### src/design/assert_macros.svh
// ---------------------------------------------------------------------------
// Assertion macros
// Concurrent assertion wrappers; they expand to nothing for synthesis.
// ---------------------------------------------------------------------------
`ifndef ASSERT_MACROS_SVH
`define ASSERT_MACROS_SVH

`ifndef SYNTHESIS

`define ASSERT_ALWAYS(lbl, clk, rst_n, expr, msg) \
    lbl: assert property (@(posedge clk) disable iff (!rst_n) (expr)) else $error(msg);

`define ASSERT_IMPLIES(lbl, clk, rst_n, ante, cons, msg) \
    lbl: assert property (@(posedge clk) disable iff (!rst_n) (ante) |-> (cons)) else $error(msg);

`define ASSERT_NEXT(lbl, clk, rst_n, ante, cons, msg) \
    lbl: assert property (@(posedge clk) disable iff (!rst_n) (ante) |=> (cons)) else $error(msg);

`else

`define ASSERT_ALWAYS(lbl, clk, rst_n, expr, msg)

`define ASSERT_IMPLIES(lbl, clk, rst_n, ante, cons, msg)

`define ASSERT_NEXT(lbl, clk, rst_n, ante, cons, msg)

`endif

`endif

### src/design/sha1_pkg.sv
// ---------------------------------------------------------------------------
// SHA-1 package
// Types, constants and controller/datapath command structs.
// ---------------------------------------------------------------------------
package sha1_pkg;

    localparam int unsigned ROUNDS        = 80;
    localparam int unsigned BLOCK_BYTES   = 64;
    localparam int unsigned DIGEST_WORDS  = 5;

    localparam logic [5:0] FILL_LAST      = 6'(BLOCK_BYTES - 1);
    localparam logic [5:0] FILL_LEN_START = 6'(BLOCK_BYTES - 8);
    localparam logic [6:0] ROUND_LAST     = 7'(ROUNDS - 1);
    localparam logic [6:0] ROUND_PH1      = 7'd20;
    localparam logic [6:0] ROUND_PH2      = 7'd40;
    localparam logic [6:0] ROUND_PH3      = 7'd60;
    localparam logic [2:0] LAST_WORD_IDX  = 3'(DIGEST_WORDS - 1);

    localparam logic [7:0] PAD_MARKER     = 8'h80;

    localparam logic [31:0] H_INIT [DIGEST_WORDS] = '{
        32'h67452301, 32'hEFCDAB89, 32'h98BADCFE, 32'h10325476, 32'hC3D2E1F0
    };

    localparam logic [31:0] K_TABLE [4] = '{
        32'h5A827999, 32'h6ED9EBA1, 32'h8F1BBCDC, 32'hCA62C1D6
    };

    typedef enum logic [2:0] {
        S_IDLE,
        S_ROUND,
        S_UPDATE,
        S_PAD80,
        S_PADZ,
        S_PADL,
        S_DIGEST
    } state_t;

    typedef enum logic [1:0] {
        SEL_INPUT,
        SEL_PAD80,
        SEL_ZERO,
        SEL_LEN
    } byte_sel_t;

    typedef enum logic [1:0] {
        PH_CH,
        PH_PAR1,
        PH_MAJ,
        PH_PAR2
    } phase_t;

    typedef struct packed {
        logic      shift_en;   // push one byte into the block register
        byte_sel_t byte_sel;
        logic [2:0] len_idx;   // length byte, 0 = most significant
        logic      len_add;    // count 8 more message bits
        logic      init_work;  // load a..e from chaining value
        logic      round_en;
        phase_t    phase;
        logic      chain_add;  // fold a..e into chaining value
        logic      finish;     // capture digest, restart chaining value
    } cmd_t;

    typedef struct packed {
        logic out_busy;
    } sts_t;

endpackage

### src/design/sha1_ctrl.sv
// ---------------------------------------------------------------------------
// SHA-1 controller
// Sequences byte intake, padding, the 80 rounds and digest hand-over.
// ---------------------------------------------------------------------------
module sha1_ctrl (
    input  logic           aclk,
    input  logic           aresetn,
    input  logic           s_tvalid,
    output logic           s_tready,
    input  logic           s_tuser,
    input  logic           s_tlast,
    input  sha1_pkg::sts_t sts,
    output sha1_pkg::cmd_t cmd
);
    import sha1_pkg::*;

    state_t     state_reg, state_next;
    state_t     ret_reg, ret_next;
    logic [5:0] fill_reg, fill_next;
    logic [6:0] round_reg, round_next;

    always_ff @(posedge aclk) begin
        if (!aresetn) begin
            state_reg <= S_IDLE;
            ret_reg   <= S_IDLE;
            fill_reg  <= '0;
            round_reg <= '0;
        end else begin
            state_reg <= state_next;
            ret_reg   <= ret_next;
            fill_reg  <= fill_next;
            round_reg <= round_next;
        end
    end

    always_comb begin
        state_next = state_reg;
        ret_next   = ret_reg;
        fill_next  = fill_reg;
        round_next = round_reg;
        s_tready   = 1'b0;
        cmd        = '0;
        cmd.byte_sel = SEL_INPUT;
        cmd.phase    = PH_CH;
        cmd.len_idx  = fill_reg[2:0];

        case (state_reg)
            S_IDLE: begin
                s_tready = 1'b1;
                if (s_tvalid) begin
                    state_next = s_tlast ? S_PAD80 : S_IDLE;
                    if (s_tuser) begin
                        cmd.shift_en = 1'b1;
                        cmd.len_add  = 1'b1;
                        fill_next    = fill_reg + 6'd1;
                        if (fill_reg == FILL_LAST) begin
                            cmd.init_work = 1'b1;
                            ret_next      = s_tlast ? S_PAD80 : S_IDLE;
                            state_next    = S_ROUND;
                        end
                    end
                end
            end
            S_PAD80: begin
                cmd.shift_en = 1'b1;
                cmd.byte_sel = SEL_PAD80;
                fill_next    = fill_reg + 6'd1;
                state_next   = S_PADZ;
                if (fill_reg == FILL_LAST) begin
                    cmd.init_work = 1'b1;
                    ret_next      = S_PADZ;
                    state_next    = S_ROUND;
                end
            end
            S_PADZ: begin
                if (fill_reg == FILL_LEN_START) begin
                    state_next = S_PADL;
                end else begin
                    cmd.shift_en = 1'b1;
                    cmd.byte_sel = SEL_ZERO;
                    fill_next    = fill_reg + 6'd1;
                    if (fill_reg == FILL_LAST) begin
                        cmd.init_work = 1'b1;
                        ret_next      = S_PADZ;
                        state_next    = S_ROUND;
                    end
                end
            end
            S_PADL: begin
                cmd.shift_en = 1'b1;
                cmd.byte_sel = SEL_LEN;
                fill_next    = fill_reg + 6'd1;
                if (fill_reg == FILL_LAST) begin
                    cmd.init_work = 1'b1;
                    ret_next      = S_DIGEST;
                    state_next    = S_ROUND;
                end
            end
            S_ROUND: begin
                cmd.round_en = 1'b1;
                if (round_reg < ROUND_PH1) begin
                    cmd.phase = PH_CH;
                end else if (round_reg < ROUND_PH2) begin
                    cmd.phase = PH_PAR1;
                end else if (round_reg < ROUND_PH3) begin
                    cmd.phase = PH_MAJ;
                end else begin
                    cmd.phase = PH_PAR2;
                end
                round_next = round_reg + 7'd1;
                if (round_reg == ROUND_LAST) begin
                    round_next = '0;
                    state_next = S_UPDATE;
                end
            end
            S_UPDATE: begin
                cmd.chain_add = 1'b1;
                state_next    = ret_reg;
            end
            S_DIGEST: begin
                // previous digest may still be draining
                if (!sts.out_busy) begin
                    cmd.finish = 1'b1;
                    state_next = S_IDLE;
                end
            end
            default: begin
                state_next = S_IDLE;
            end
        endcase
    end

endmodule

### src/design/sha1_dp.sv
// ---------------------------------------------------------------------------
// SHA-1 datapath
// Block/schedule shift register, round logic, chaining value, digest output.
// ---------------------------------------------------------------------------
module sha1_dp (
    input  logic           aclk,
    input  logic           aresetn,
    input  logic [7:0]     s_tdata,
    input  sha1_pkg::cmd_t cmd,
    output sha1_pkg::sts_t sts,
    output logic           m_tvalid,
    input  logic           m_tready,
    output logic [39:0]    m_tdata,
    output logic           m_tlast
);
    import sha1_pkg::*;

    // 16-word window; word 0 (oldest) in the top bits
    logic [511:0] sr_reg, sr_next;
    logic [31:0]  a_reg, b_reg, c_reg, d_reg, e_reg;
    logic [31:0]  h_reg [DIGEST_WORDS];
    logic [63:0]  len_reg;
    logic [159:0] dig_reg;
    logic         out_valid_reg;
    logic [2:0]   out_idx_reg;

    logic [7:0]   byte_in;
    logic [31:0]  w_cur, w_x, w_new, f_val, t_val;
    logic [5:0]   len_sh;

    assign len_sh = {~cmd.len_idx, 3'b000};

    always_comb begin
        case (cmd.byte_sel)
            SEL_INPUT: byte_in = s_tdata;
            SEL_PAD80: byte_in = PAD_MARKER;
            SEL_ZERO:  byte_in = 8'h00;
            SEL_LEN:   byte_in = len_reg[len_sh +: 8];
            default:   byte_in = 8'h00;
        endcase
    end

    assign w_cur = sr_reg[511:480];
    assign w_x   = sr_reg[95:64] ^ sr_reg[255:224] ^ sr_reg[447:416] ^ w_cur;
    assign w_new = {w_x[30:0], w_x[31]};

    always_comb begin
        case (cmd.phase)
            PH_CH:   f_val = (b_reg & c_reg) | (~b_reg & d_reg);
            PH_MAJ:  f_val = (b_reg & c_reg) | (b_reg & d_reg) | (c_reg & d_reg);
            default: f_val = b_reg ^ c_reg ^ d_reg;
        endcase
    end

    assign t_val = {a_reg[26:0], a_reg[31:27]} + f_val + e_reg + K_TABLE[cmd.phase] + w_cur;

    always_comb begin
        if (cmd.shift_en) begin
            sr_next = {sr_reg[503:0], byte_in};
        end else if (cmd.round_en) begin
            sr_next = {sr_reg[479:0], w_new};
        end else begin
            sr_next = sr_reg;
        end
    end

    always_ff @(posedge aclk) begin
        sr_reg <= sr_next;
        if (cmd.init_work) begin
            a_reg <= h_reg[0];
            b_reg <= h_reg[1];
            c_reg <= h_reg[2];
            d_reg <= h_reg[3];
            e_reg <= h_reg[4];
        end else if (cmd.round_en) begin
            a_reg <= t_val;
            b_reg <= a_reg;
            c_reg <= {b_reg[1:0], b_reg[31:2]};
            d_reg <= c_reg;
            e_reg <= d_reg;
        end
        if (cmd.finish) begin
            dig_reg <= {h_reg[0], h_reg[1], h_reg[2], h_reg[3], h_reg[4]};
        end else if (out_valid_reg && m_tready) begin
            dig_reg <= {dig_reg[127:0], 32'h0};
        end
    end

    always_ff @(posedge aclk) begin
        if (!aresetn) begin
            h_reg         <= H_INIT;
            len_reg       <= '0;
            out_valid_reg <= 1'b0;
            out_idx_reg   <= '0;
        end else begin
            if (cmd.finish) begin
                h_reg   <= H_INIT;
                len_reg <= '0;
            end else begin
                if (cmd.chain_add) begin
                    h_reg[0] <= h_reg[0] + a_reg;
                    h_reg[1] <= h_reg[1] + b_reg;
                    h_reg[2] <= h_reg[2] + c_reg;
                    h_reg[3] <= h_reg[3] + d_reg;
                    h_reg[4] <= h_reg[4] + e_reg;
                end
                if (cmd.len_add) begin
                    len_reg <= len_reg + 64'd8;
                end
            end
            if (cmd.finish) begin
                out_valid_reg <= 1'b1;
                out_idx_reg   <= '0;
            end else if (out_valid_reg && m_tready) begin
                out_idx_reg <= out_idx_reg + 3'd1;
                if (out_idx_reg == LAST_WORD_IDX) begin
                    out_valid_reg <= 1'b0;
                end
            end
        end
    end

    assign sts.out_busy = out_valid_reg;
    assign m_tvalid     = out_valid_reg;
    assign m_tdata      = {5'b00000, out_idx_reg, dig_reg[159:128]};
    assign m_tlast      = (out_idx_reg == LAST_WORD_IDX);

endmodule

### src/design/sha1_hash_top.sv
// SHA-1 hasher, one message byte per request. A byte is accepted whenever the
// controller is idle; the 64th byte of a block starts the compression, which
// runs one round per cycle in the datapath round unit and blocks input for
// the 80 rounds plus the chaining update. An end request is followed by
// padding written byte by byte into the block register (one or two
// compressions), then the five digest words h0..h4 leave on the master side,
// one per request, while the next message may already stream in. No clearing
// pass after reset.
`include "assert_macros.svh"

// ---------------------------------------------------------------------------
// SHA-1 hash top level
// Byte-stream SHA-1 with digest output as five 32-bit words.
// ---------------------------------------------------------------------------
module sha1_hash_top (
    input  logic        aclk,
    input  logic        aresetn,
    input  logic        s_tvalid,
    output logic        s_tready,
    input  logic [7:0]  s_tdata,   // [7:0] data_byte
    input  logic        s_tuser,   // [0] byte_present
    input  logic        s_tlast,   // message_end
    output logic        m_tvalid,
    input  logic        m_tready,
    output logic [39:0] m_tdata,   // [31:0] digest_word, [34:32] word_index, rest zero
    output logic        m_tlast    // last_word
);
    import sha1_pkg::*;

    cmd_t cmd;
    sts_t sts;

    sha1_ctrl u_ctrl (
        .aclk     (aclk),
        .aresetn  (aresetn),
        .s_tvalid (s_tvalid),
        .s_tready (s_tready),
        .s_tuser  (s_tuser),
        .s_tlast  (s_tlast),
        .sts      (sts),
        .cmd      (cmd)
    );

    sha1_dp u_dp (
        .aclk     (aclk),
        .aresetn  (aresetn),
        .s_tdata  (s_tdata),
        .cmd      (cmd),
        .sts      (sts),
        .m_tvalid (m_tvalid),
        .m_tready (m_tready),
        .m_tdata  (m_tdata),
        .m_tlast  (m_tlast)
    );

    `ASSERT_ALWAYS(a_no_shift_in_round, aclk, aresetn, !(cmd.shift_en && cmd.round_en), "byte push during round")
    `ASSERT_IMPLIES(a_ready_not_busy, aclk, aresetn, s_tready, !cmd.round_en && !cmd.chain_add, "ready while compressing")
    `ASSERT_IMPLIES(a_finish_out_free, aclk, aresetn, cmd.finish, !sts.out_busy, "digest overwrites pending output")
    `ASSERT_NEXT(a_finish_emits_h0, aclk, aresetn, cmd.finish, m_tvalid && (m_tdata[34:32] == 3'd0), "digest does not start at h0")

endmodule

### config.mk
export PLATFORM = sky130hd
export DESIGN_NAME = sha1_hash_top
export DESIGN_NICKNAME = d
export VERILOG_FILES = /design/src/design/sha1_pkg.sv /design/src/design/sha1_ctrl.sv /design/src/design/sha1_dp.sv /design/src/design/sha1_hash_top.sv
export VERILOG_INCLUDE_DIRS = /design/src /design/src/design
export SDC_FILE = /design/constraint.sdc
export NUM_CORES = 2
export LEC_CHECK = 0
export BUFFER_PORTS_ARGS = -buffer_cell sky130_fd_sc_hd__buf_2
export CAP_MARGIN = 20
export CORE_MARGIN = 2
export CORE_UTILIZATION = 61
export CTS_CLUSTER_DIAMETER = 200
export DETAILED_ROUTE_END_ITERATION = 6
export PLACE_DENSITY = 0.79
export SETUP_SLACK_MARGIN = 0.1
export SLEW_MARGIN = 0
export SYNTH_ARGS = -nofsm -noshare
export SYNTH_HDL_FRONTEND = slang
export SYNTH_SLANG_ARGS = --single-unit
### constraint.sdc
create_clock -name aclk -period 21.1 [get_ports aclk]
set_input_delay 5.275 -clock aclk [delete_from_list [all_inputs] [get_ports aclk]]
set_output_delay 5.275 -clock aclk [all_outputs]
set_load 0.05 [all_outputs]
==> results.ini <==
[status]
status = finished clean

[place]
portBuffers = 51
hpwl_mm = 97.12
place_inst = 7071
gp_congestion = 0.9278

[global_routing]
grt_pass1_vias = 41410
grt_util_met3_pct = 5.119
grtUsageMet1_pct = 41.29
met2_usage_pct = 46.00
grt_use_total_pct = 29.31
grt_max_degree = 252
gr-max-usage-layer = met2
grt_pass1_wl_mm = 228.5
antenna_found_initial = 2
grt-ovfl-total = 0

[clocking]
clock_sinks = 1076
numCtsBuffers = 110
cts_resized = 0
path_clk_slew_ns = 0.06
cts_root_buffer = clkbuf_16
cts_max_level = 3
cts_tree = built
post_cts_buffers = 0
clk_path_buf_depth = 3
holdBufCountCts = 0
clk_latency_ns = 0.72

[logic_synthesis]
yosysUniqueCellTypes = 82
synth_edf_count = 832
ys_warn_count = 0
syn_area_sq_mm = 0.05864
synth_mux_area_share_pct = 3.913
synth_top_family_by_area = simple AND/OR/NAND/NOR gates
syn_inst = 6013
ys_seq_elements = 1076
ys_async_sr_fraction_pct = 0
synth.avg_cell_area_sq_um = 9.752
ys_seq_area_share_pct = 50.94
ys.flop_type = edfxtp_1
synth_compound_area_share_pct = 9.248
synthXorXnorAreaFrac_pct = 4.451
synthAdderAreaFrac_pct = 8.599
synth-simple-area-share_pct = 19.01

[sta]
setup_tns_ns = 0
fin_crit_sh_pct = 42.40
tightest_slew_ns = 1.212
clock.fmax_ghz = 0.1118
hold_viol = 0
fin_crit_ns = 8.947
maxSlewViolCount = 0
rsz0062_at_grt = no
slew_headroom_pct = 18.49
skew_ns = 0.03442
setup_violations = 0

[worst_setup_path]
crit_fanout = 244
worst_ep_arrival_time_ns = 9.37
crit_start = s_tvalid
required_ns = 21.52
r2r_start = u_ctrl.state_reg[0]$_SDFFE_PN0P_
start_kind = input pin
crit_path_end_kind = flop
path_class = input pin to flop
reg2reg_depth = 29

[routing]
drc_errors = 0
final_antenna_net_count = 0
wl_per_cell_um = 19.92
first_iter_violations = 5322
viasPerCell = 5.981
num_vias = 43550
routed_wl_mm = 145.0
dr.pass1.iters = 6

[cells_and_area]
num-nets-final = 6262
num-fill-cells = 7145
layout_common_cells = nand2_1, edfxtp_1, a21oi_1, inv_1, dfxtp_1
regArea_sq_mm = 0.02987
layout_commonest_cell = nand2_1
multiInputGateArea_sq_mm = 0.02663
drive_gt1_share_pct = 7.865
largest_reg_flops = 512
area_delta_synth_final_pct = 8.006
final_cells = 7280

[floorplan]
die_w_um = 314.0
die_h_um = 314.0
coreArea_sq_mm = 0.09515
num_io_pins = 57
start_util_pct = 61.62
die_area_sq_mm = 0.09862
core.rowCount = 113

[power]
p_per_area_mw_per_mm2 = 123.9
vdd_drop_max_mv = 0.1132
leakage_nw = 26.11

[worst_hold_path]
hp-class = flop to flop
holdCritStartpoint = u_dp.h_reg[72]$_SDFFE_PP0N_
min_path_cells = 2

[job]
drv_cap = 0

stage by stage:
step	area, sq um	power, mW	hold slack (ns)	utilization [%]	worst slack [ns]
final	63330	7.846	0.4919	66.56	12.15
after floorplan	58650	5.221	0.4578	-	2.665
after global routing	63330	8.304	0.5235	66.56	11.85
after global placement	59670	5.762	0.4757	62.71	11.59
after detailed placement	59670	5.849	0.4872	62.71	11.55
after CTS	63270	7.816	0.4938	66.50	12.31
cell usage after synthesis, types with 77 or more instances:
cell / count / area (sq um)
xnor2_1: 195 / 1708
a21oi_1: 277 / 1386
mux2_2: 160 / 1802
xor2_1: 103 / 902.1
nand2_1: 2105 / 7901
ha_1: 203 / 2540
edfxtp_1: 832 / 24980
dfxtp_1: 244 / 4885
o21ai_0: 184 / 920.9
inv_1: 253 / 949.7
nand3_1: 82 / 410.4
nor2_1: 201 / 754.5
clkbuf_1: 242 / 908.4
a21o_1: 77 / 578.1
fa_1: 125 / 2502
per-layer routing:
layer	routed length, um	vias up	share of wire [%]
met5	20	-	0.014
met4	4881	2	3.4
met3	13180	307	9.1
met2	66610	1896	46
met1	60330	21040	42
li1	-	20300	-
critical path, stage by stage:
cell and delay [ns]:
buf_2 0.12, and3_1 0.24, nor2_4 0.11, buf_4 0.61
buf_12 0.71, buf_4 0.94, buf_4 0.84, o21ai_0 0.18
logic make-up after synthesis:
kind of cell,count (synthesis)
simple gates,2703
flops,1076
xor+xnor,298
buf+inv,557
other cells,1
fa+ha+maj,328
compound gates,857
mux,193
power breakdown:
| part | internal (mW) | switching (mW) | leakage [nW] |
|---|---|---|---|
| clock | 1.10 | 0.862 | 1.76 |
| combinational | 1.11 | 1.67 | 14.6 |
| sequential | 2.81 | 0.294 | 9.74 |
| total | 5.02 | 2.83 | 26.1 |
layout make-up:
type	instances	share of cell area, %
antenna	1	0.003951
tap	1265	2.499
clock buffer	141	4.757
sequential	1076	47.16
timing repair buffer	95	1.087
multi-input combinational	4384	42.06
inverter	253	1.499
clock inverter	65	0.9364
path summary, 6_finish.rpt:
path	endpoint	slack (ns)
min reg2reg	u_dp.h_reg[72]$_SDFFE_PP0N_	0.49
min	u_dp.h_reg[72]$_SDFFE_PP0N_	0.49
max reg2reg	u_dp.a_reg[31]$_DFFE_PP_	12.89
max	u_dp.sr_reg[504]$_DFFE_PP_	12.15
(Power assumes the default switching activity.)
